## config.mk

```make
export PLATFORM = sky130hd
export DESIGN_NAME = pac_queue
export DESIGN_NICKNAME = d
export VERILOG_FILES = /design/src/rtl/pac_queue.sv
export SDC_FILE = /design/constraint.sdc
export NUM_CORES = 1
export LEC_CHECK = 0
export BUFFER_PORTS_ARGS = -buffer_cell sky130_fd_sc_hd__buf_2
export CAP_MARGIN = 30
export CORE_MARGIN = 3
export CORE_UTILIZATION = 48
export CTS_CLUSTER_DIAMETER = 150
export DETAILED_ROUTE_END_ITERATION = 7
export PLACE_DENSITY_LB_ADDON = 0.05
export REMOVE_ABC_BUFFERS = 1
export SLEW_MARGIN = 20
export SYNTH_ARGS = -nofsm -noshare
export SYNTH_HDL_FRONTEND = slang
export SYNTH_SLANG_ARGS = --single-unit
```

## constraint.sdc

```tcl
create_clock -name clk -period 1.47 [get_ports clk]
set_input_delay 0.147 -clock clk [delete_from_list [all_inputs] [get_ports clk]]
set_output_delay 0.147 -clock clk [all_outputs]
set_load 0.005 [all_outputs]
```

## src/rtl/pac_queue.sv

```systemverilog
// Two-entry job queue between the front end and the pair walker.
// No dependencies.
`default_nettype none

module pac_queue #(
  parameter int WIDTH = 8
) (
  input  wire logic             clk,
  input  wire logic             rst,
  input  wire logic             push,
  input  wire logic [WIDTH-1:0] push_data,
  output logic                  full,
  input  wire logic             ready,
  output logic                  valid,
  output logic      [WIDTH-1:0] head_data
);

  logic [WIDTH-1:0] slot [2];
  logic             wr_ptr, rd_ptr;
  logic [1:0]       count;
  logic             do_pop;

  assign valid     = (count != 2'd0);
  assign full      = (count == 2'd2);
  assign do_pop    = ready & valid;
  assign head_data = slot[rd_ptr];

  always_ff @(posedge clk) begin
    if (rst) begin
      wr_ptr <= 1'b0;
      rd_ptr <= 1'b0;
      count  <= 2'd0;
    end else begin
      if (push) begin
        wr_ptr <= ~wr_ptr;
      end
      if (do_pop) begin
        rd_ptr <= ~rd_ptr;
      end
      count <= 2'(count + {1'b0, push} - {1'b0, do_pop});
    end
  end

  always_ff @(posedge clk) begin
    if (push) begin
      slot[wr_ptr] <= push_data;
    end
  end

endmodule

`default_nettype wire

```

# --- Word-level counts from Yosys, hierarchy flattened ---
# Memory sizes are Yosys's and may differ from the RTL's. A register that Yosys moved wholly into a read port is not among the register bits.
# Cells that the tools add are included.
op_classes:
  add_sub_neg: 2
  bitwise_logic: 3
  n_eq_ne: 1
  reduce_logical: 1
  muxes: 4
op_table:
  columns: ["cell", "n"]
  rows:
  - ["2-to-1 mux 1 bit", 4]
  - ["adder 2 x 1 -> 2 bit", 1]
  - ["equality test 2 bit (second input constant)", 1]
  - ["inverter 1 bit", 2]
  - ["nonzero test 2 bit", 1]
  - ["subtractor 2 x 1 -> 2 bit", 1]
  - ["AND 1 bit", 1]
word_totals:
  memories: 1
  register_bits: 4
  ramBits: 16
  output_inout_bits: 10
  word_cells: 15
memory_table:
  columns: ["memory", "words", "width", "read_ports", "rd_ports_with_merged_regs", "write_ports", "line", "source"]
  rows:
  - ["slot", 2, 8, 1, 1, 1, "18", "logic [WIDTH-1:0] slot [2];"]

# --- Logic depth before layout (Yosys ltp) ---
logic_depth:
  depth_word: 4
  ltp_mapped: 6

# --- Least setup slack after synthesis ---
# Ideal clock, no wire load.
synth_timing:
  path_type: "reg-to-reg"
  startpoint: "register count[0]"
  endpoint: "register count[1]"
  setup_slack_ps: 164
  arrival_time_ps: 1196
  synth_period_minus_slack_ps: 1306
  stages_incl_launch_ff: 7
  required_ps: 1360
  path_buffers: 0
  setup_time_ps: 110
  cell_sequence: "dfxtp_1 > o21a_1 > ha_1 > inv_1 > ha_1 > xnor3_1 > nor2_1"
synth_between:
  elab_chain_cells: 3
synth_lines:
  columns: ["element", "line", "source"]
  rows:
  - ["from (decl)", "20", "logic [1:0] count;"]
  - ["from (signal assigned)", "40", "count <= 2'(count + {1'b0, push} - {1'b0, do_pop});"]
  - ["nonzero test 2 bit", "23", "assign valid = (count != 2'd0);"]
  - ["AND 1 bit", "25", "assign do_pop = ready & valid;"]
  - ["via do_pop", "21", "logic do_pop;"]
  - ["subtractor 2 x 1 -> 2 bit", "40", null]
# The timed path passes the listed nets, and every way through them passes these cells.
# A chain may end at the register's enable or synchronous reset.

==> summary.md <==
| Metric | Value |
|---|---|
| Total global routing overflow | `0` |
| YS warnings | `0` |
| CTS tree | `built` |
| Min cycle time layout | `roughly 1.4 ns` |
| HP Start | `push_data[2]` |
| Gate Count Post-Synth | `48` |
| Crit-path cells | `mux2_2, buf_2` |
| GRT Overall Usage | `11.4%` |
| Via-to-Cell Ratio | `4.86` |
| Mux cell area share after synthesis | `between 10% and 20%` |
| Largest net degree at the start of global routing | `12` |
| Max-cap violations | `0` |
| Setup TNS | `0 ns` |
| Buffers on Ports | `21` |
| RSZ-0062 raised after global routing | `false` |
| RR Startpoint | `count[1]` |
| Worst IR Drop VDD | `0.945 mV` |
| Clock-pin slew on the worst setup and hold paths | `0.10 ns` |
| Leak | `around 0.4 nW` |
| Crit-path max cell delay | `0.45 ns` |
| Max-slew violations | `0` |
| Crit path max-delay family | `flip-flops` |
| Clock sinks | `21` |
| Worst min path class | `in -> reg` |
| Post-DP HPWL | `a little over 800 µm` |
| Status | `finished clean` |
| Largest family of logic cells by synthesized area | `multiplexers` |
| Slowest cell on crit path | `dfxtp_2` |
| Crit path required time | `about 1.3 ns` |
| Crit path arrival time | `1.22 ns` |
| Synth Area in XOR/XNOR | `roughly 3.8%` |
| Layout fillers | `121` |
| Clock Skew | `roughly 0.00083 ns` |
| Cell area after synthesis | `between 800 and 900 µm²` |
| Initial drt markers | `2` |
| ANT cells | `0` |
| Synth Area in Simple Gates | `around 6.1%` |
| DIE AREA | `2240 µm²` |
| Cell row count | `14` |
| Max Fclk | `around 0.73 GHz` |
| Residual DRC | `0` |
| Final core occ | `63.1%` |
| Worst Tran Pin Value | `around 0.38 ns` |
| Core ar. | `approximately 1600 µm²` |
| WP buf/inv | `1` |
| Vias in the first global route | `403` |
| Clk_lat worst skew | `around 0.29 ns` |
| Final net count | `89` |
| CTS buffer count | `3` |
| Final hold vios | `0` |
| Die width | `roughly 47 µm` |
| Initial antenna violation count | `0` |
| Synth Area in Compound Gates | `less than 1%` |
| Via count | `roughly 440` |
| Syn Area/Cell | `~17 µm²` |
| Post-Layout Inst Area | `between 900 and 1000 µm²` |
| Chip height | `about 47 µm` |
| Cell Pwr Density | `~1500 nW/µm²` |
| Most frequent cells in the layout | `21 x buf_2, 16 x edfxtp_1, 8 x mux2_2` |
| Clk buf depth | `2` |
| H-tree depth | `1` |
| Worst setup path class | `reg -> out` |
| CP Launch Type | `flop` |
| WL per Instance | `about 12 µm` |
| Period utilization | `about 93%` |
| Area delta synth->final | `20.0%` |
| Pre-antenna DRT Iters | `3` |
| Crit-path max FO | `8` |
| Final wirelength | `approximately 1.1 mm` |
| Synth unique cells | `15` |
| First-pass GRT wire length | `around 1.6 mm` |
| Placement Cell Area | `between 900 and 1000 µm²` |
| Layout cells sized above 1 | `around 50%` |
| Routed Antenna Nets | `0` |
| Initial Utilization | `between 50% and 60%` |
| Max_slew headroom | `approximately three quarters` |
| Commonest non-fill, non-tap cell in the layout | `buf_2` |
| Post-synthesis adder-cell area fraction | `under 10%` |
| I/O pin count | `22` |
| GP Congestion | `around 0.68` |
| Register area share after synthesis | `around 70%` |
| Clock root buffer | `clkbuf_4` |
| Endpoints failing setup | `0` |
| Seq cells post-synth | `21` |
| Critical Path Sink Type | `output pin` |
timing repair:
action / in CTS / in global routing
pin swaps: 0 / 1
setup buffers: 0 / 1
hold buffers: 0 / 0
endpoints found under the setup margin: 8 / 1
gates resized for setup: 1 / 1
logic make-up (layout without fill, tap and decap cells):
group	count (synthesis)	count (layout)
buffers and inverters	3	29
DFF	21	21
muxes	10	10
xor gates and xnor gates	2	2
and+or+nand+nor	9	9
AOI/OAI and AO/OA	1	1
adders and majority gates	2	2
report_power, final:
| group | internal [mW] | leakage (nW) | switching, mW |
|---|---|---|---|
| Combinational | 0.264 | 0.203 | 0.134 |
| Clock | 0.106 | 0.0150 | 0.156 |
| Sequential | 0.721 | 0.192 | 0.0598 |
| Total | 1.09 | 0.410 | 0.351 |
cell type report:
class                   count  area, µm²  area share, %
well taps                  16       20.0           2.04
inverters                   2       7.51          0.763
flip-flops and latches     21        583           59.3
repair buffers             23        120           12.2
multi-input cells          24        226           23.0
clock buffers               4       26.3           2.67
path summary, 6_finish.rpt:
check	endpoint	slack (ns)	cells past startpoint
worst max register to register	count[1]	0.13	6
worst min register to register	wr_ptr	0.56	2
worst min-delay path	slot[0][2]	0.04	1
worst max-delay path	head_data[2]	0.10	2
routing by layer:
layer | track usage, % | share of wire [%] | up-vias
met2 | 20.1 | 55 | 12
met4 | 6.63 | 0 | 0
li1 | - | - | 224
met3 | 4.60 | 4.0 | 0
met1 | 11.0 | 41 | 201
met5 | 0 | 0 | -
per-stage QoR:
| step | total power, mW | worst slack [ns] | cells | hold slack [ns] |
|---|---|---|---|---|
| final | 1.44 | 0.103 | 90 | 0.0354 |
| after global routing | 1.55 | 0.00892 | 90 | 0.00988 |
| after CTS | 1.45 | 0.0592 | 89 | 0.0227 |
| after detailed placement | 1.18 | 0.0893 | 85 | 0.340 |
| after floorplan | 1.05 | 0.164 | 47 | 0.219 |
| after global placement | 1.17 | 0.125 | 85 | 0.336 |
sequential cells by signal (all words and copies together) (netlist names), named ones only:
name and flops:
slot 16, count 2, rd_ptr 1, wr_ptr 1
worst reg2reg max path, cell delays in order, from the launching register on:
cell and delay, ns:
dfxtp_2 0.35, o21a_1 0.20, ha_1 0.27, inv_1 0.04, ha_1 0.17, xnor3_1 0.19
nor2_1 0.04
synthesized netlist by cell type (all sizes together):
cell type | number | area share, %
edfxtp | 16 | 59
mux2 | 10 | 14
dfxtp | 5 | 12
nor2 | 3 | 1.4
nor2b | 3 | 2.3
ha | 2 | 3.1
inv | 2 | 0.92
and2 | 1 | 0.76
and2b | 1 | 0.92
buf | 1 | 0.61
o21a | 1 | 0.92
or2 | 1 | 0.76
xnor2 | 1 | 1.1
xnor3 | 1 | 2.7
Power figures use the tool's default switching activity.
