**src/rtl/pac_pkg.sv**
```systemverilog
// Shared types for the pairwise box collision core.
// Holds the stored entry layout and the job word passed from front to back.
`default_nettype none

package pac_pkg;

  localparam int COORD_W = 22;
  localparam int TAG_W   = 16;
  localparam int INDEX_W = 5;

  typedef struct packed {
    logic signed [COORD_W-1:0] left;
    logic signed [COORD_W-1:0] right;
    logic signed [COORD_W-1:0] top;
    logic signed [COORD_W-1:0] bottom;
    logic [TAG_W-1:0]          layer;
    logic [TAG_W-1:0]          mask;
  } entry_t;

  typedef struct packed {
    entry_t ent;
    logic   drop;
  } job_t;

endpackage

`default_nettype wire

```
**src/rtl/pac_front.sv**
```systemverilog
// Front end: accepts colliders, tracks the frame fill count, builds the box.
// Uses pac_pkg for the job word; pushes into pac_queue.
`default_nettype none

module pac_front
  import pac_pkg::*;
#(
  parameter int MAX_COLLIDERS = 32
) (
  input  wire logic                             clk,
  input  wire logic                             rst,
  input  wire logic                             start,
  output logic                                  busy,
  input  wire logic                             first_of_frame,
  input  wire logic signed [23:0]               pos_x,
  input  wire logic signed [23:0]               pos_y,
  input  wire logic        [15:0]               scale,
  input  wire logic signed [11:0]               offset_x,
  input  wire logic signed [11:0]               offset_y,
  input  wire logic        [11:0]               box_width,
  input  wire logic        [11:0]               box_height,
  input  wire logic        [15:0]               layer,
  input  wire logic        [15:0]               mask,
  input  wire logic                             q_full,
  output logic                                  push,
  output job_t                                  push_job,
  output logic [$clog2(MAX_COLLIDERS)-1:0]      push_index
);

  localparam int AW = $clog2(MAX_COLLIDERS);
  localparam int CW = $clog2(MAX_COLLIDERS + 1);

  logic          accept;
  logic [CW-1:0] count;
  logic [CW-1:0] count_base;
  logic          count_full;

  // stage 1: products
  logic                s1_valid;
  logic signed [23:0]  s1_px, s1_py;
  logic signed [28:0]  s1_prod_x, s1_prod_y;
  logic        [27:0]  s1_sw, s1_sh;
  logic        [15:0]  s1_layer, s1_mask;
  logic                s1_drop;
  logic [AW-1:0]       s1_index;

  // stage 2: center and half size
  logic                       s2_valid;
  logic signed [COORD_W-1:0]  s2_cx, s2_cy;
  logic        [18:0]         s2_hw, s2_hh;
  logic        [15:0]         s2_layer, s2_mask;
  logic                       s2_drop;
  logic [AW-1:0]              s2_index;

  logic signed [29:0] sum_x, sum_y, bias_x, bias_y;
  logic signed [COORD_W-1:0] hw_s, hh_s;

  assign busy       = s1_valid | s2_valid | q_full;
  assign accept     = start & ~busy;
  assign count_base = first_of_frame ? '0 : count;
  assign count_full = (count_base == CW'(MAX_COLLIDERS));

  // Q8 sum, then divide by 256 truncating toward zero
  assign sum_x  = 30'(s1_px) + 30'(s1_prod_x);
  assign sum_y  = 30'(s1_py) + 30'(s1_prod_y);
  assign bias_x = sum_x + (sum_x[29] ? 30'sd255 : 30'sd0);
  assign bias_y = sum_y + (sum_y[29] ? 30'sd255 : 30'sd0);

  always_ff @(posedge clk) begin
    if (rst) begin
      count    <= '0;
      s1_valid <= 1'b0;
      s2_valid <= 1'b0;
    end else begin
      s1_valid <= accept;
      s2_valid <= s1_valid;
      if (accept) begin
        count <= count_full ? count_base : CW'(count_base + 1'b1);
      end
    end
  end

  always_ff @(posedge clk) begin
    if (accept) begin
      s1_px     <= pos_x;
      s1_py     <= pos_y;
      s1_prod_x <= 29'(offset_x * $signed({1'b0, scale}));
      s1_prod_y <= 29'(offset_y * $signed({1'b0, scale}));
      s1_sw     <= 28'(scale * box_width);
      s1_sh     <= 28'(scale * box_height);
      s1_layer  <= layer;
      s1_mask   <= mask;
      s1_drop   <= count_full;
      s1_index  <= AW'(count_base);
    end
    if (s1_valid) begin
      s2_cx    <= bias_x[29:8];
      s2_cy    <= bias_y[29:8];
      // trunc(s*w/256)/2 is s*w/512 for nonnegative values
      s2_hw    <= s1_sw[27:9];
      s2_hh    <= s1_sh[27:9];
      s2_layer <= s1_layer;
      s2_mask  <= s1_mask;
      s2_drop  <= s1_drop;
      s2_index <= s1_index;
    end
  end

  assign hw_s = $signed({3'b000, s2_hw});
  assign hh_s = $signed({3'b000, s2_hh});

  always_comb begin
    push                = s2_valid;
    push_index          = s2_index;
    push_job.drop       = s2_drop;
    push_job.ent.left   = s2_cx - hw_s;
    push_job.ent.right  = s2_cx + hw_s;
    push_job.ent.top    = s2_cy - hh_s;
    push_job.ent.bottom = s2_cy + hh_s;
    push_job.ent.layer  = s2_layer;
    push_job.ent.mask   = s2_mask;
  end

endmodule

`default_nettype wire

```
**config.mk**
```make
export PLATFORM = sky130hd
export DESIGN_NAME = pac_front
export DESIGN_NICKNAME = d
export VERILOG_FILES = /design/src/rtl/pac_pkg.sv /design/src/rtl/pac_front.sv
export SDC_FILE = /design/constraint.sdc
export NUM_CORES = 2
export LEC_CHECK = 0
export ABC_CLOCK_PERIOD_IN_PS = 19100
export BUFFER_PORTS_ARGS = -buffer_cell sky130_fd_sc_hd__buf_2
export CAP_MARGIN = 0
export CORE_AREA = 2 2 308 310
export CTS_BUF_LIST = sky130_fd_sc_hd__clkbuf_8
export DETAILED_ROUTE_END_ITERATION = 12
export DIE_AREA = 0 0 310 312
export GPL_TIMING_DRIVEN = 0
export PLACE_DENSITY_LB_ADDON = 0.15
export SYNTH_ARGS = -nofsm -noshare
export SYNTH_HDL_FRONTEND = slang
export SYNTH_SLANG_ARGS = --single-unit
```
**constraint.sdc**
```tcl
create_clock -name clk -period 19.1 [get_ports clk]
set_input_delay 1.91 -clock clk [delete_from_list [all_inputs] [get_ports clk]]
set_output_delay 1.91 -clock clk [all_outputs]
set_load 0.02 [all_outputs]
```
== After elaboration in Yosys (flattened, before gate mapping) ==
Cells that the tools add are included.
Cells by class
  add/sub/neg operators: 9
  multiply operators: 4
  eq/ne operators: 1
  muxes and demuxes: 4
  bitwise logic cells: 4
Operators with widths (count)
  $add 24x29->30: 2
  $add 30x9->30: 2
  $mul 12x17->29: 2
  $mul 16x12->28: 2
  $add 22x20->22: 2
  $sub 22x20->22: 2
  $mux 8: 2
  $mux 6: 2
  $add 6x1->6 const B: 1
  $eq 6x6->1 const B: 1
  $or 1x1->1: 2
  $and 1x1->1: 1
  $not 1->1: 1
Word-level totals
  register bits after elaboration: 328
  output and inout bits: 128

== Depth between registers and ports, before layout ==
  depth after elaboration: 4
  mapped depth: 25
  gate-level depth less buffers: 23

== Least setup slack after synthesis ==
No wires, ideal clock.
  path kind: input port to flip-flop
  start point: input scale[6]
  end point: register s1_prod_x[27], data pin
  library setup time: 0.262 ns
  arrival: 7.425 ns
  data required time: 18.838 ns
  slack: 11.412 ns
  cell stages on the path: 23
  buffers on the path: 2
  path through: clkbuf_1 > clkbuf_1 > nand2_1 > fa_1 > inv_1 > ha_1 > fa_1 > inv_1 > fa_1 > fa_1 > inv_1 > ha_1 > nor2b_1 > o31a_1 > o211ai_1 > a21oi_1 > a2111oi_0 > a21oi_1 > a41oi_1 > a21oi_1 > a41oi_1 > a21oi_1 > xor2_1
On the way
  word-level cells in the longest chain between the ends: 1
RTL lines
  start: declaration: line pac_front.sv:17  | input wire logic [15:0] scale,
  $mul 12x17->29: line pac_front.sv:87  | s1_prod_x <= 29'(offset_x * $signed({1'b0, scale}));
  end signal: assignment: line pac_front.sv:87
  end: declaration: line pac_front.sv:41  | logic signed [28:0] s1_prod_x, s1_prod_y;
No other way between the ends.
A chain may end at the register's enable or synchronous reset.

== Worst setup path after layout ==
  start point: input scale[1]
  end point: register s1_prod_x[27], data pin
Same word-level chain as after synthesis.

==> results_dict.tcl <==
set metrics [dict create \
    status "completed" \
    async_reset_ff_share_pct 0 \
    dp_hpwl_um 93900 \
    post_cts_buffers 0 \
    coreArea_um2 93000 \
    crit_path_start_kind "primary input" \
    hold_class "flop to flop" \
    power_mw 6.54 \
    share_comb_of_total_power_pct 71.4 \
    die_h_um 312 \
    seqCellArea_um2 9230 \
    post-route-util_pct 49.3 \
    drive_gt1_share_pct 8.16 \
    worst_pin_slew_ns 1.37 \
    fin_tns_setup_ns 0 \
    r2r_start "s1_py[1]" \
    area_growth_pct 10.1 \
    detail-route-antenna-nets 0 \
    grt_use_total_pct 24.4 \
    switchingPower_mw 3.08 \
    crit_path_start "scale[1]" \
    synth-main-ff-cell "edfxtp_1" \
    dieArea_um2 96700 \
    grt_pass1_vias 32100 \
    p_per_area_nw_per_um2 142 \
    fillCellCount 9039 \
    cts-root-buf "clkbuf_8" \
    slowest_stage "clkbuf_1" \
    pwr-share-seq_pct 17.9 \
    grt_max_degree 105 \
    path_cells "buf_2, clkbuf_1, clkbuf_1, nand2_1, fa_1, inv_1, ha_1, fa_1, inv_1, fa_1, fa_1, inv_1, ha_1, nor2b_1, o31a_1, o211ai_1, a21oi_1, a2111oi_0, a21oi_1, a41oi_1, a21oi_1, a41oi_1, a21oi_1, xor2_1" \
    ys_warn_count 0 \
    fp-row-count 112 \
    cts_hold_buf 0 \
    final_nets 5877 \
    internal_power_mw 3.46 \
    slew_viol_final 0 \
    dr.pass1.iters 6 \
    r2r_cells 19 \
    fin_ws_ns 10.24 \
    cp_max_fo 10 \
    hold_ws_ns 0.413 \
    synth_edf_count 302 \
    syn_avg_cell_area_um2 9.47 \
    worstPathRequired_ns 19.52 \
    initial_core_util_pct 44.8 \
    power.leakage_nw 21.7 \
    cp_data_arrival_time_ns 9.28 \
    whs_path_depth 0 \
    synth.distinct_cells 83 \
    viasPerCell 5.27 \
    clock_skew_ns 0.0456 \
    wl_um 116000 \
    synth_cells 4399 \
    timing_worst_setup_path_type "primary input to flop" \
    peakVddDrop_mv 0.185 \
    slowest_delay_ns 0.77 \
    placed_cell_area_um2 44600 \
    critPathCaptureType "flop" \
    drc_errors 0 \
    hp-start "s1_layer[14]" \
    antenna_found_initial 27 \
    switching_share_pct 47.1 \
    clockPowerShare_pct 10.7 \
    finalCriticalPeriod_ns 8.86 \
    final_cell_mix "826 x inv_1, 566 x fa_1, 556 x nand2_1, 442 x ha_1, 302 x edfxtp_1" \
    fmax_ghz 0.113 \
    insertion_delay_ns 0.73 \
    finalSetupViolCount 0 \
    cap_violations 0 \
    finalNonFillerCells 6030 \
    rsz0062_at_grt "no" \
    grt_overflow 0 \
    clock_sinks 310 \
    mostFrequentLayoutCell "inv_1" \
    cts_htree_levels 2 \
    path_clk_slew_ns 0.06 \
    dr.first_iter.drc_count 2379 \
    cts_buffer_depth 3 \
    synthesis.nets 5556 \
    dp_cells 5915 \
    stdcell_area_um2 45900 \
    ios 277 \
    cts.repair.resized 0 \
    pre_cts_ws_ns 9.64 \
    hold_viol_final 0 \
    avgRoutedWirePerCell_um 19.3 \
    route.vias.total 31800 \
    cts_made_buffers 57 \
    relSlewSlack_pct 8.35 \
    syn_area_um2 41700 \
    ys_ff_latch 310 \
    multiInputGateArea_um2 28800 \
    port_buffers 259 \
    ys_seq_area_share_pct 22.1 \
    die-width_um 310 \
    finalCritPeriodShare_pct 46.4 \
    gp_congestion 0.927 \
    cts_tree "done" \
    grt_first_pass_wirelength_um 180000 \
]
## kinds of logic after synthesis
family | share of synthesized area [%]
AO/OA/AOI/OAI | 8.13
multiplexers | 0.0991
flip-flops | 22.1
XOR/XNOR | 4.58
adder cells (fa/ha/maj) | 40.5
AND/OR/NAND/NOR | 15.7
buffers and inverters | 8.86
## area by class of cell
cell class,count,share of cell area (%)
inverter,815,6.69
sequential,310,20.1
multi-input combinational,3110,62.7
clock inverter,48,0.982
tap,1254,3.42
antenna,10,0.0546
buffer,164,1.37
timing repair buffer,262,2.97
clock buffer,57,1.71
## power groups by stage
stage | Clock, mW | Sequential [mW] | Combinational [mW]
2_1_floorplan | 0 | 1.16 | 3.54
4_1_cts | 0.728 | 1.17 | 4.72
3_3_place_gp | 0 | 1.19 | 4.64
3_5_place_dp | 0 | 1.19 | 4.67
6_report | 0.697 | 1.17 | 4.67
5_1_grt | 0.752 | 1.18 | 5.35
## cells in the mapped netlist (40+ instances only)
master | instances | area [um^2]
inv_1 | 815 | 3060
fa_1 | 566 | 11300
nand2_1 | 556 | 2090
ha_1 | 442 | 5530
edfxtp_1 | 302 | 9070
and2_1 | 294 | 1840
nor2_1 | 202 | 758
clkbuf_1 | 158 | 593
a21oi_1 | 157 | 786
xnor2_1 | 146 | 1280
o21ai_0 | 94 | 470
xor2_1 | 72 | 631
nor3_1 | 67 | 335
nand3_1 | 61 | 305
a21o_1 | 55 | 413
nand2b_1 | 40 | 250
## registers in the layout, summed over array words and instances, names as in the netlist, 5 cells and up
name / cells
s2_cx: 22
count: 6
s2_hh: 19
s1_layer: 16
push_index: 5
s1_sh: 19
s2_hw: 19
s1_mask: 16
s2_layer: 16
s1_sw: 19
s2_cy: 22
s1_index: 5
s1_prod_x: 29
s1_px: 24
s2_mask: 16
s1_py: 24
s1_prod_y: 29
## path summary, 6_finish.rpt
kind / slack [ns] / to
setup / recovery: 10.24 / s1_prod_x[27]
setup reg to reg: 12.67 / s2_cy[12]
hold / removal: 0.41 / s2_layer[14]
hold reg to reg: 0.41 / s2_layer[14]
## worst max-delay path, delay by kind of cell
| kind | cells | cell delay [ns] |
|---|---|---|
| simple gates | 2 | 0.34 |
| buf+inv | 6 | 1.72 |
| compound gates | 9 | 2.63 |
| fa+ha+maj | 6 | 2.50 |
| xor+xnor | 1 | 0.15 |
## metal layers
| metal | share of wire, % | up-vias | track usage, % |
|---|---|---|---|
| li1 | - | 14700 | - |
| met1 | 44 | 15700 | 34.4 |
| met2 | 45 | 1130 | 38.1 |
| met3 | 8.8 | 210 | 4.79 |
| met4 | 2.8 | 24 | 7.32 |
| met5 | 0.15 | - | 0 |
(Power assumes the default switching activity.)
