$ cat config.mk
export PLATFORM = sky130hd
export DESIGN_NAME = pac_back
export DESIGN_NICKNAME = d
export VERILOG_FILES = /design/src/rtl/pac_pkg.sv /design/src/rtl/pac_ram.sv /design/src/rtl/pac_back.sv
export SDC_FILE = /design/constraint.sdc
export NUM_CORES = 2
export LEC_CHECK = 0
export ABC_AREA = 0
export CAP_MARGIN = 5
export CELL_PAD_IN_SITES_DETAIL_PLACEMENT = 1
export CELL_PAD_IN_SITES_GLOBAL_PLACEMENT = 1
export CORE_MARGIN = 10
export CORE_UTILIZATION = 62
export DETAILED_ROUTE_END_ITERATION = 10
export DONT_BUFFER_PORTS = 1
export GPL_TIMING_DRIVEN = 1
export MAX_ROUTING_LAYER = met4
export PLACE_DENSITY_LB_ADDON = 0.1
export SYNTH_ARGS = -nofsm -noshare
export SYNTH_HDL_FRONTEND = slang
export SYNTH_SLANG_ARGS = --single-unit
$ cat constraint.sdc
create_clock -name clk -period 20.4 [get_ports clk]
set_input_delay 2.04 -clock clk [delete_from_list [all_inputs] [get_ports clk]]
set_output_delay 2.04 -clock clk [all_outputs]
set_load 0.1 [all_outputs]
$ cat src/rtl/pac_pkg.sv
// Shared types for the pairwise box collision core.
// Holds the stored entry layout and the job word passed from front to back.
`default_nettype none

package pac_pkg;

  localparam int COORD_W = 22;
  localparam int TAG_W   = 16;
  localparam int INDEX_W = 5;

  typedef struct packed {
    logic signed [COORD_W-1:0] left;
    logic signed [COORD_W-1:0] right;
    logic signed [COORD_W-1:0] top;
    logic signed [COORD_W-1:0] bottom;
    logic [TAG_W-1:0]          layer;
    logic [TAG_W-1:0]          mask;
  } entry_t;

  typedef struct packed {
    entry_t ent;
    logic   drop;
  } job_t;

endpackage

`default_nettype wire

$ cat src/rtl/pac_ram.sv
// Generic single-write, single-read RAM with registered read data.
// No dependencies.
`default_nettype none

module pac_ram #(
  parameter int WIDTH = 8,
  parameter int DEPTH = 32
) (
  input  wire logic                     clk,
  input  wire logic                     wr_en,
  input  wire logic [$clog2(DEPTH)-1:0] wr_addr,
  input  wire logic [WIDTH-1:0]         wr_data,
  input  wire logic                     rd_en,
  input  wire logic [$clog2(DEPTH)-1:0] rd_addr,
  output logic      [WIDTH-1:0]         rd_data
);

  logic [WIDTH-1:0] mem [DEPTH];

  always_ff @(posedge clk) begin
    if (wr_en) begin
      mem[wr_addr] <= wr_data;
    end
    if (rd_en) begin
      rd_data <= mem[rd_addr];
    end
  end

endmodule

`default_nettype wire

$ cat src/rtl/pac_back.sv
// Pair walker: stores each new box that is not dropped and walks earlier entries one per cycle.
// Uses pac_pkg types and one pac_ram instance for the entry store.
`default_nettype none

module pac_back
  import pac_pkg::*;
#(
  parameter int MAX_COLLIDERS = 32
) (
  input  wire logic                        clk,
  input  wire logic                        rst,
  input  wire logic                        q_valid,
  input  wire job_t                        q_job,
  input  wire logic [$clog2(MAX_COLLIDERS)-1:0] q_index,
  output logic                             q_ready,
  output logic                             result_valid,
  output logic [INDEX_W-1:0]               earlier_index,
  output logic [INDEX_W-1:0]               new_index,
  output logic                             earlier_hits_new,
  output logic                             new_hits_earlier,
  output logic                             dropped,
  output logic                             last
);

  localparam int AW = $clog2(MAX_COLLIDERS);

  typedef enum logic [1:0] {
    S_IDLE,
    S_WALK,
    S_DRAIN
  } state_t;

  state_t        state;
  entry_t        job;
  logic [AW-1:0] job_n;
  logic [AW-1:0] rd_idx;
  logic          rv;
  logic [AW-1:0] rv_idx;
  logic          pend_valid;
  logic [AW-1:0] pend_idx;
  logic          pend_ehn, pend_nhe;

  logic                      wr_en, rd_en;
  logic [$bits(entry_t)-1:0] rd_data;
  entry_t                    e;
  logic                      ehn, nhe, hit;

  assign q_ready = (state == S_IDLE);
  assign wr_en   = q_ready & q_valid & ~q_job.drop;
  assign rd_en   = (state == S_WALK);

  pac_ram #(
    .WIDTH ($bits(entry_t)),
    .DEPTH (MAX_COLLIDERS)
  ) u_store (
    .clk     (clk),
    .wr_en   (wr_en),
    .wr_addr (q_index),
    .wr_data (q_job.ent),
    .rd_en   (rd_en),
    .rd_addr (rd_idx),
    .rd_data (rd_data)
  );

  assign e   = entry_t'(rd_data);
  assign ehn = |(e.mask & job.layer);
  assign nhe = |(job.mask & e.layer);
  assign hit = (ehn | nhe)
             && ($signed(e.left) < $signed(job.right))
             && ($signed(e.right) > $signed(job.left))
             && ($signed(e.top) < $signed(job.bottom))
             && ($signed(e.bottom) > $signed(job.top));

  always_ff @(posedge clk) begin
    if (rst) begin
      state        <= S_IDLE;
      rv           <= 1'b0;
      pend_valid   <= 1'b0;
      result_valid <= 1'b0;
    end else begin
      result_valid <= 1'b0;
      rv           <= (state == S_WALK);
      rv_idx       <= rd_idx;
      case (state)
        S_IDLE: begin
          if (q_valid) begin
            job        <= q_job.ent;
            job_n      <= q_index;
            rd_idx     <= '0;
            pend_valid <= 1'b0;
            if (q_job.drop) begin
              result_valid     <= 1'b1;
              earlier_index    <= '0;
              new_index        <= '0;
              earlier_hits_new <= 1'b0;
              new_hits_earlier <= 1'b0;
              dropped          <= 1'b1;
              last             <= 1'b1;
            end else if (q_index != '0) begin
              state <= S_WALK;
            end
          end
        end
        S_WALK: begin
          rd_idx <= AW'(rd_idx + 1'b1);
          if (rd_idx == AW'(job_n - 1'b1)) begin
            state <= S_DRAIN;
          end
        end
        S_DRAIN: begin
          if (!rv) begin
            if (pend_valid) begin
              result_valid     <= 1'b1;
              earlier_index    <= INDEX_W'(pend_idx);
              new_index        <= INDEX_W'(job_n);
              earlier_hits_new <= pend_ehn;
              new_hits_earlier <= pend_nhe;
              dropped          <= 1'b0;
              last             <= 1'b1;
            end
            pend_valid <= 1'b0;
            state      <= S_IDLE;
          end
        end
        default: begin
          state <= S_IDLE;
        end
      endcase
      // hold one hit back so the final one can carry last
      if (rv && hit) begin
        if (pend_valid) begin
          result_valid     <= 1'b1;
          earlier_index    <= INDEX_W'(pend_idx);
          new_index        <= INDEX_W'(job_n);
          earlier_hits_new <= pend_ehn;
          new_hits_earlier <= pend_nhe;
          dropped          <= 1'b0;
          last             <= 1'b0;
        end
        pend_valid <= 1'b1;
        pend_idx   <= rv_idx;
        pend_ehn   <= ehn;
        pend_nhe   <= nhe;
      end
    end
  end

  a_rv_after_walk: assert property (@(posedge clk) disable iff (rst)
    rv |-> $past(state) == S_WALK)
    else $error("read data flagged without a walk read");

  a_walk_bound: assert property (@(posedge clk) disable iff (rst)
    state == S_WALK |-> rd_idx < job_n)
    else $error("walk index past the new entry");

  a_pend_bound: assert property (@(posedge clk) disable iff (rst)
    pend_valid |-> pend_idx < job_n)
    else $error("held hit does not precede the new entry");

  a_hit_flags: assert property (@(posedge clk) disable iff (rst)
    result_valid && !dropped |-> earlier_hits_new || new_hits_earlier)
    else $error("pair result with neither direction flag");

  a_drop_last: assert property (@(posedge clk) disable iff (rst)
    result_valid && dropped |-> last && !earlier_hits_new && !new_hits_earlier)
    else $error("dropped result malformed");

endmodule

`default_nettype wire

# Word-level counts from Yosys, hierarchy flattened
# Memory sizes are Yosys's and may differ from the RTL's. A register that Yosys moved wholly into a read port is not among the register bits.
# Index checks and enable logic that the tools add are counted.
# Widths: inputs -> output; s select.
classes:
  add_sub_neg: 2
  order_cmp: 4
  eq_ne: 10
  muxes: 63
  bitwise: 7
  n_reduce_logical: 16
op_table:
  columns: ["cell", "count"]
  rows:
  - ["$mux 5", 13]
  - ["$gt 22x22->1", 2]
  - ["$lt 22x22->1", 2]
  - ["$mux 1", 35]
  - ["$and 16x16->16", 2]
  - ["$reduce_or 16->1", 2]
  - ["$pmux 5 s2", 3]
  - ["$pmux 1 s2", 6]
  - ["$mux 2", 5]
  - ["$reduce_and 3->1", 3]
  - ["$ne 2x2->1 const B", 3]
  - ["$pmux 2 s3", 1]
  - ["$add 5x1->5 const B", 1]
  - ["$eq 5x5->1", 1]
  - ["$logic_and 1x1->1", 5]
  - ["$reduce_and 5->1", 1]
  - ["$reduce_bool 5->1", 1]
  - ["$sub 5x1->5 const B", 1]
  - ["$ne 2x1->1 const B", 2]
  - ["$ne 3x2->1 const B", 1]
  - ["$ne 3x3->1 const B", 1]
  - ["$reduce_bool 3->1", 1]
  - ["$and 1x1->1", 2]
  - ["$eq 2x1->1 const B", 1]
  - ["6 further kinds", 7]
word_totals:
  register_bits: 161
  mem_bits_rw: 3840
  out_inout_bits: 16
  word_cells: 125
  n_memories: 1
memory_table:
  columns: ["name", "depth", "width", "read_ports", "rd_ports_with_merged_regs", "write_ports", "line", "text"]
  rows:
  - ["u_store.mem", 32, 120, 1, 1, 1, "pac_ram.sv:18", "logic [WIDTH-1:0] mem [DEPTH];"]

# Logic depth before layout (Yosys ltp)
depth:
  depth_word: 10
  ltp_mapped: 11
  ltp_nobuf: 10

# By module
# From an unflattened synthesis, not the netlist that was laid out.
hier_totals:
  hier_cells: 7550
  area_unflattened_um2: 156964.3
by_module_without_submodules:
  columns: ["module", "n_inst", "cells_each", "area_each_um2", "seq_area_each_um2"]
  rows:
  - ["pac_ram", 1, 6974, 149313.2, 118914.0]
  - ["pac_back", 1, 576, 7651.1, 4784.6]

# Worst setup path before layout
# Ideal clock, no wire load.
synth_path:
  path_type: "input-to-reg"
  from: "input port q_valid"
  to: "memory u_store.mem[28][0] (netlist name) (enable)"
  setup_time_ns: 0.601
  t_arrival_ns: 7.709
  required_ns: 19.799
  path_slack_ns: 12.090
  cell_stages: 4
  path_buffers: 0
  path_cell_list: "nand2_1 -> nor3b_1 -> nand3_1 -> nor2_1"
synth_via:
  elab_chain_cells: 4
synth_rtl:
  columns: ["element", "line", "text"]
  rows:
  - ["start: declaration", "pac_back.sv:12", "input wire logic q_valid,"]
  - ["$and 1x1->1 (2 in series)", "pac_back.sv:49", "assign wr_en = q_ready & q_valid & ~q_job.drop;"]
  - ["$mux 1", "pac_ram.sv:21", "if (wr_en) begin"]
  - ["$mux 1 (implied by the code)", "pac_ram.sv:22", "mem[wr_addr] <= wr_data;"]
  - ["end: declaration", "pac_ram.sv:18", null]
# No other way between the ends.

==> metrics.txt <==
status finished, final reports clean; endpoints failing hold 0; Syn Nets between 6,000 and 7,000; placed cell area about 160,000 um^2; CP Launch Type flop; layout cells sized above 1 30.5%; Hold Crit Depth 0; worst-path cell chain buf_4 > buf_4 > buf_4 > buf_4 > buf_4 > mux4_2 > mux4_2 > mux2_2; PostCTS Resize Cnt 0; Post-synth EDFFs 4,116; Yosys cell types between 50 and 60; grt total ovfl 0; Setup Buffers After CTS 0; clock buffer count from CTS a little over 400; top_reg_cell synth edfxtp_1; most frequent cells in the layout edfxtp_1 (4,116), mux4_2 (1,200), clkbuf_16 (419), mux2_2 (120), buf_4 (120); Hold Path Class reg -> reg; Buffers on Ports 0; Clock Skew ~0.062 ns; Critical Path Fanout Max between 40 and 50; Max VDD drop 0.109 mV; critical path's most frequent cell buf_4; Internal Pwr Total 13.9 mW; global-route wire length before repair about 580,000 um; total power about 17 mW; Post-Syn Area per Cell about 25 um^2; io pins 145; Post-Syn Instances just over 6,000; Vert. Die Dim 522 um; core area ~250,000 um^2; Seq/Total Area, Yosys slightly below 80%; WP buf/inv 5; metal3 WL 34,200 um; DRC viols 0; largest family of logic cells by synthesized area multiplexers; count of final setup violators 0; CTS tree done; Routed Antenna Nets 0; Setup crit end kind flop; Hold Crit Endpoint pend_idx[3]$_DFFE_PP_; xor and xnor fraction of the mapped netlist area less than 1%; Worst Reg-to-Reg Cells 8; # hold bufs at CTS 0; Final HPWL DP 211,000 um; Clock Latency Late Sink 0.92 ns; fin. max-slew vios 0; Placer Congestion 0.770; FF-to-FF End u_store.rd_data[6]$_DFFE_PP_; Crit path largest cell delay ~0.95 ns; multi-input logic area approximately 31,000 um^2; mapped cell area roughly 160,000 um^2; Slowest cell on crit path edfxtp_1; power per standard cell area ~100 nW/um^2; Clk pin slew, worst setup/hold paths approximately 0.060 ns; CP arrival 7.25 ns; minimum clock period about 6.6 ns; initial antenna violation count 21; Synth Warn # 0; pin count of the biggest net entering global routing around 150; met1 WL approximately 150,000 um; Pleak roughly 54 nW; Synth Area in Adders less than 1%; mux share of post-synthesis cell area a little under a fifth; clock share of power between 40% and 50%; worst reg2reg setup slack ~14 ns; RR Startpoint rd_idx[0]$_SDFFCE_PN0P_; Max Used Layer met4; Worst Setup Path Type reg -> reg; clock sink count 4,121; Critical Path RT between 20 and 25 ns; Die Wd 522 um; Hold Path Origin rv_idx[3]$_DFFE_PN_; WL/cell 40.2 um; Filler cells roughly 18,000; fin cells 10,100; Seq pwr share 54.3%; Switching Fraction 20.3%; Tightest Pin Transition roughly 1.2 ns; Final TNS setup 0 ns; Slew HR between 10% and 20%; Final nets around 6,700; post-route cell area 174,000 um^2; initial drt markers 11,100; DP Cell Count between 9,000 and 10,000; initial core utilization between 60% and 70%; final worst path period share ~32%; post-synthesis async set-or-reset flop share 0%; drt first pass iters 6; Simple-Gate Fraction of Synth Area less than 1%; CTS H-tree lvls 5; NetSw approximately 3.5 mW; DRT Wirelength 408,000 um; Yosys reg bits roughly 4,000; DR vias/cell ~7.0; CTS max path bufs 4; Max-Cap Viols 0; Top delay family on crit path buffers and inverters; clock root buffer master clkbuf_16; Fin Hold WS 0.428 ns; Sequential cell area between 100,000 and 150,000 um^2; Achievable Freq about 0.15 GHz; row count 184; metal2 WL roughly 210,000 um; Layout area overhead 11.0%; post-synthesis compound-gate area fraction less than 1%; vias in the first global route 75,500; commonest non-fill, non-tap cell in the layout edfxtp_1; RSZ-0062 raised after global routing no; Die Area about 270,000 um^2; routed vias between 70,000 and 80,000; Total GRT Usage 31.2%; combinational share of power around 4%
synth_stat cells (14+ instances only):
master	n	share of area, %
mux2_2	120	0.86
edfxtp_1	4116	79
nand3_1	14	0.045
clkbuf_1	159	0.38
o21ai_0	14	0.045
a21oi_1	30	0.096
nor2_1	58	0.14
buf_2	95	0.30
nand2_1	26	0.062
inv_1	106	0.25
ha_1	88	0.70
nand4_1	15	0.060
mux4_2	1200	17
buf_1	26	0.062
final cells by class:
type | instances | share of cell area [%]
multi-input combinational | 1677 | 18.1
clock buffer | 502 | 6.21
antenna | 13 | 0.0187
tap | 3348 | 2.41
sequential | 4121 | 71.2
inverter | 106 | 0.233
clock inverter | 231 | 1.12
timing repair buffer | 138 | 0.726
cells by family after synthesis:
kind of cell / count (synthesis)
AOI/OAI and AO/OA: 111
xor gates and xnor gates: 8
buffers and inverters: 396
and+or+nand+nor: 148
DFF: 4121
muxes: 1322
adders and majority gates: 88
metal layers:
layer  vias up  GRT usage [%]
li1      27400              -
met1     39200           42.7
met2      4098           50.2
met3       678           4.51
met4         0           8.76
met5         -              -
how the worst max path moves through the flow:
stage,slack (ns),end,start,cells after the start
after floorplan,12.09,u_store.mem[28][0]$_DFFE_PP_,q_valid,4
after global placement,13.65,u_store.rd_data[2]$_DFFE_PP_,rd_idx[0]$_SDFFCE_PN0P_,8
after detailed placement,13.59,u_store.rd_data[6]$_DFFE_PP_,rd_idx[0]$_SDFFCE_PN0P_,8
after CTS,13.58,u_store.rd_data[6]$_DFFE_PP_,rd_idx[0]$_SDFFCE_PN0P_,8
after global routing,13.08,u_store.rd_data[2]$_DFFE_PP_,rd_idx[0]$_SDFFCE_PN0P_,8
final,13.80,u_store.rd_data[6]$_DFFE_PP_,rd_idx[0]$_SDFFCE_PN0P_,8
stage by stage:
step	setup slack [ns]	util, %
6_report	13.80	69.1
5_1_grt	13.08	69.1
4_1_cts	13.58	69.1
3_5_place_dp	13.59	64.0
3_3_place_gp	13.65	64.0
2_1_floorplan	12.09	-
power groups by stage:
| stage | Clock, mW | Sequential [mW] | Combinational (mW) |
|---|---|---|---|
| finish | 7.25 | 9.43 | 0.699 |
| global route | 7.68 | 9.43 | 0.737 |
| CTS | 7.34 | 9.43 | 0.708 |
| detailed placement | 0 | 9.61 | 0.700 |
| global placement | 0 | 9.61 | 0.686 |
| floorplan | 0 | 9.61 | 0.497 |
worst register-to-register path: stages (launching register included):
cell      delay [ns]
edfxtp_1        0.95
buf_4           0.61
buf_4           0.87
buf_4           0.86
buf_4           0.87
buf_4           0.78
mux4_2          0.61
mux4_2          0.52
mux2_2          0.29
sequential cells by signal, indices dropped and copies added, names as in the netlist, 2 cells and up:
name / cells
u_store.mem: 3840
job: 120
u_store.rd_data: 120
earlier_index: 5
job_n: 5
new_index: 5
pend_idx: 5
rd_idx: 5
rv_idx: 5
state: 2
Note: power is estimated with default switching activity, not from simulation.
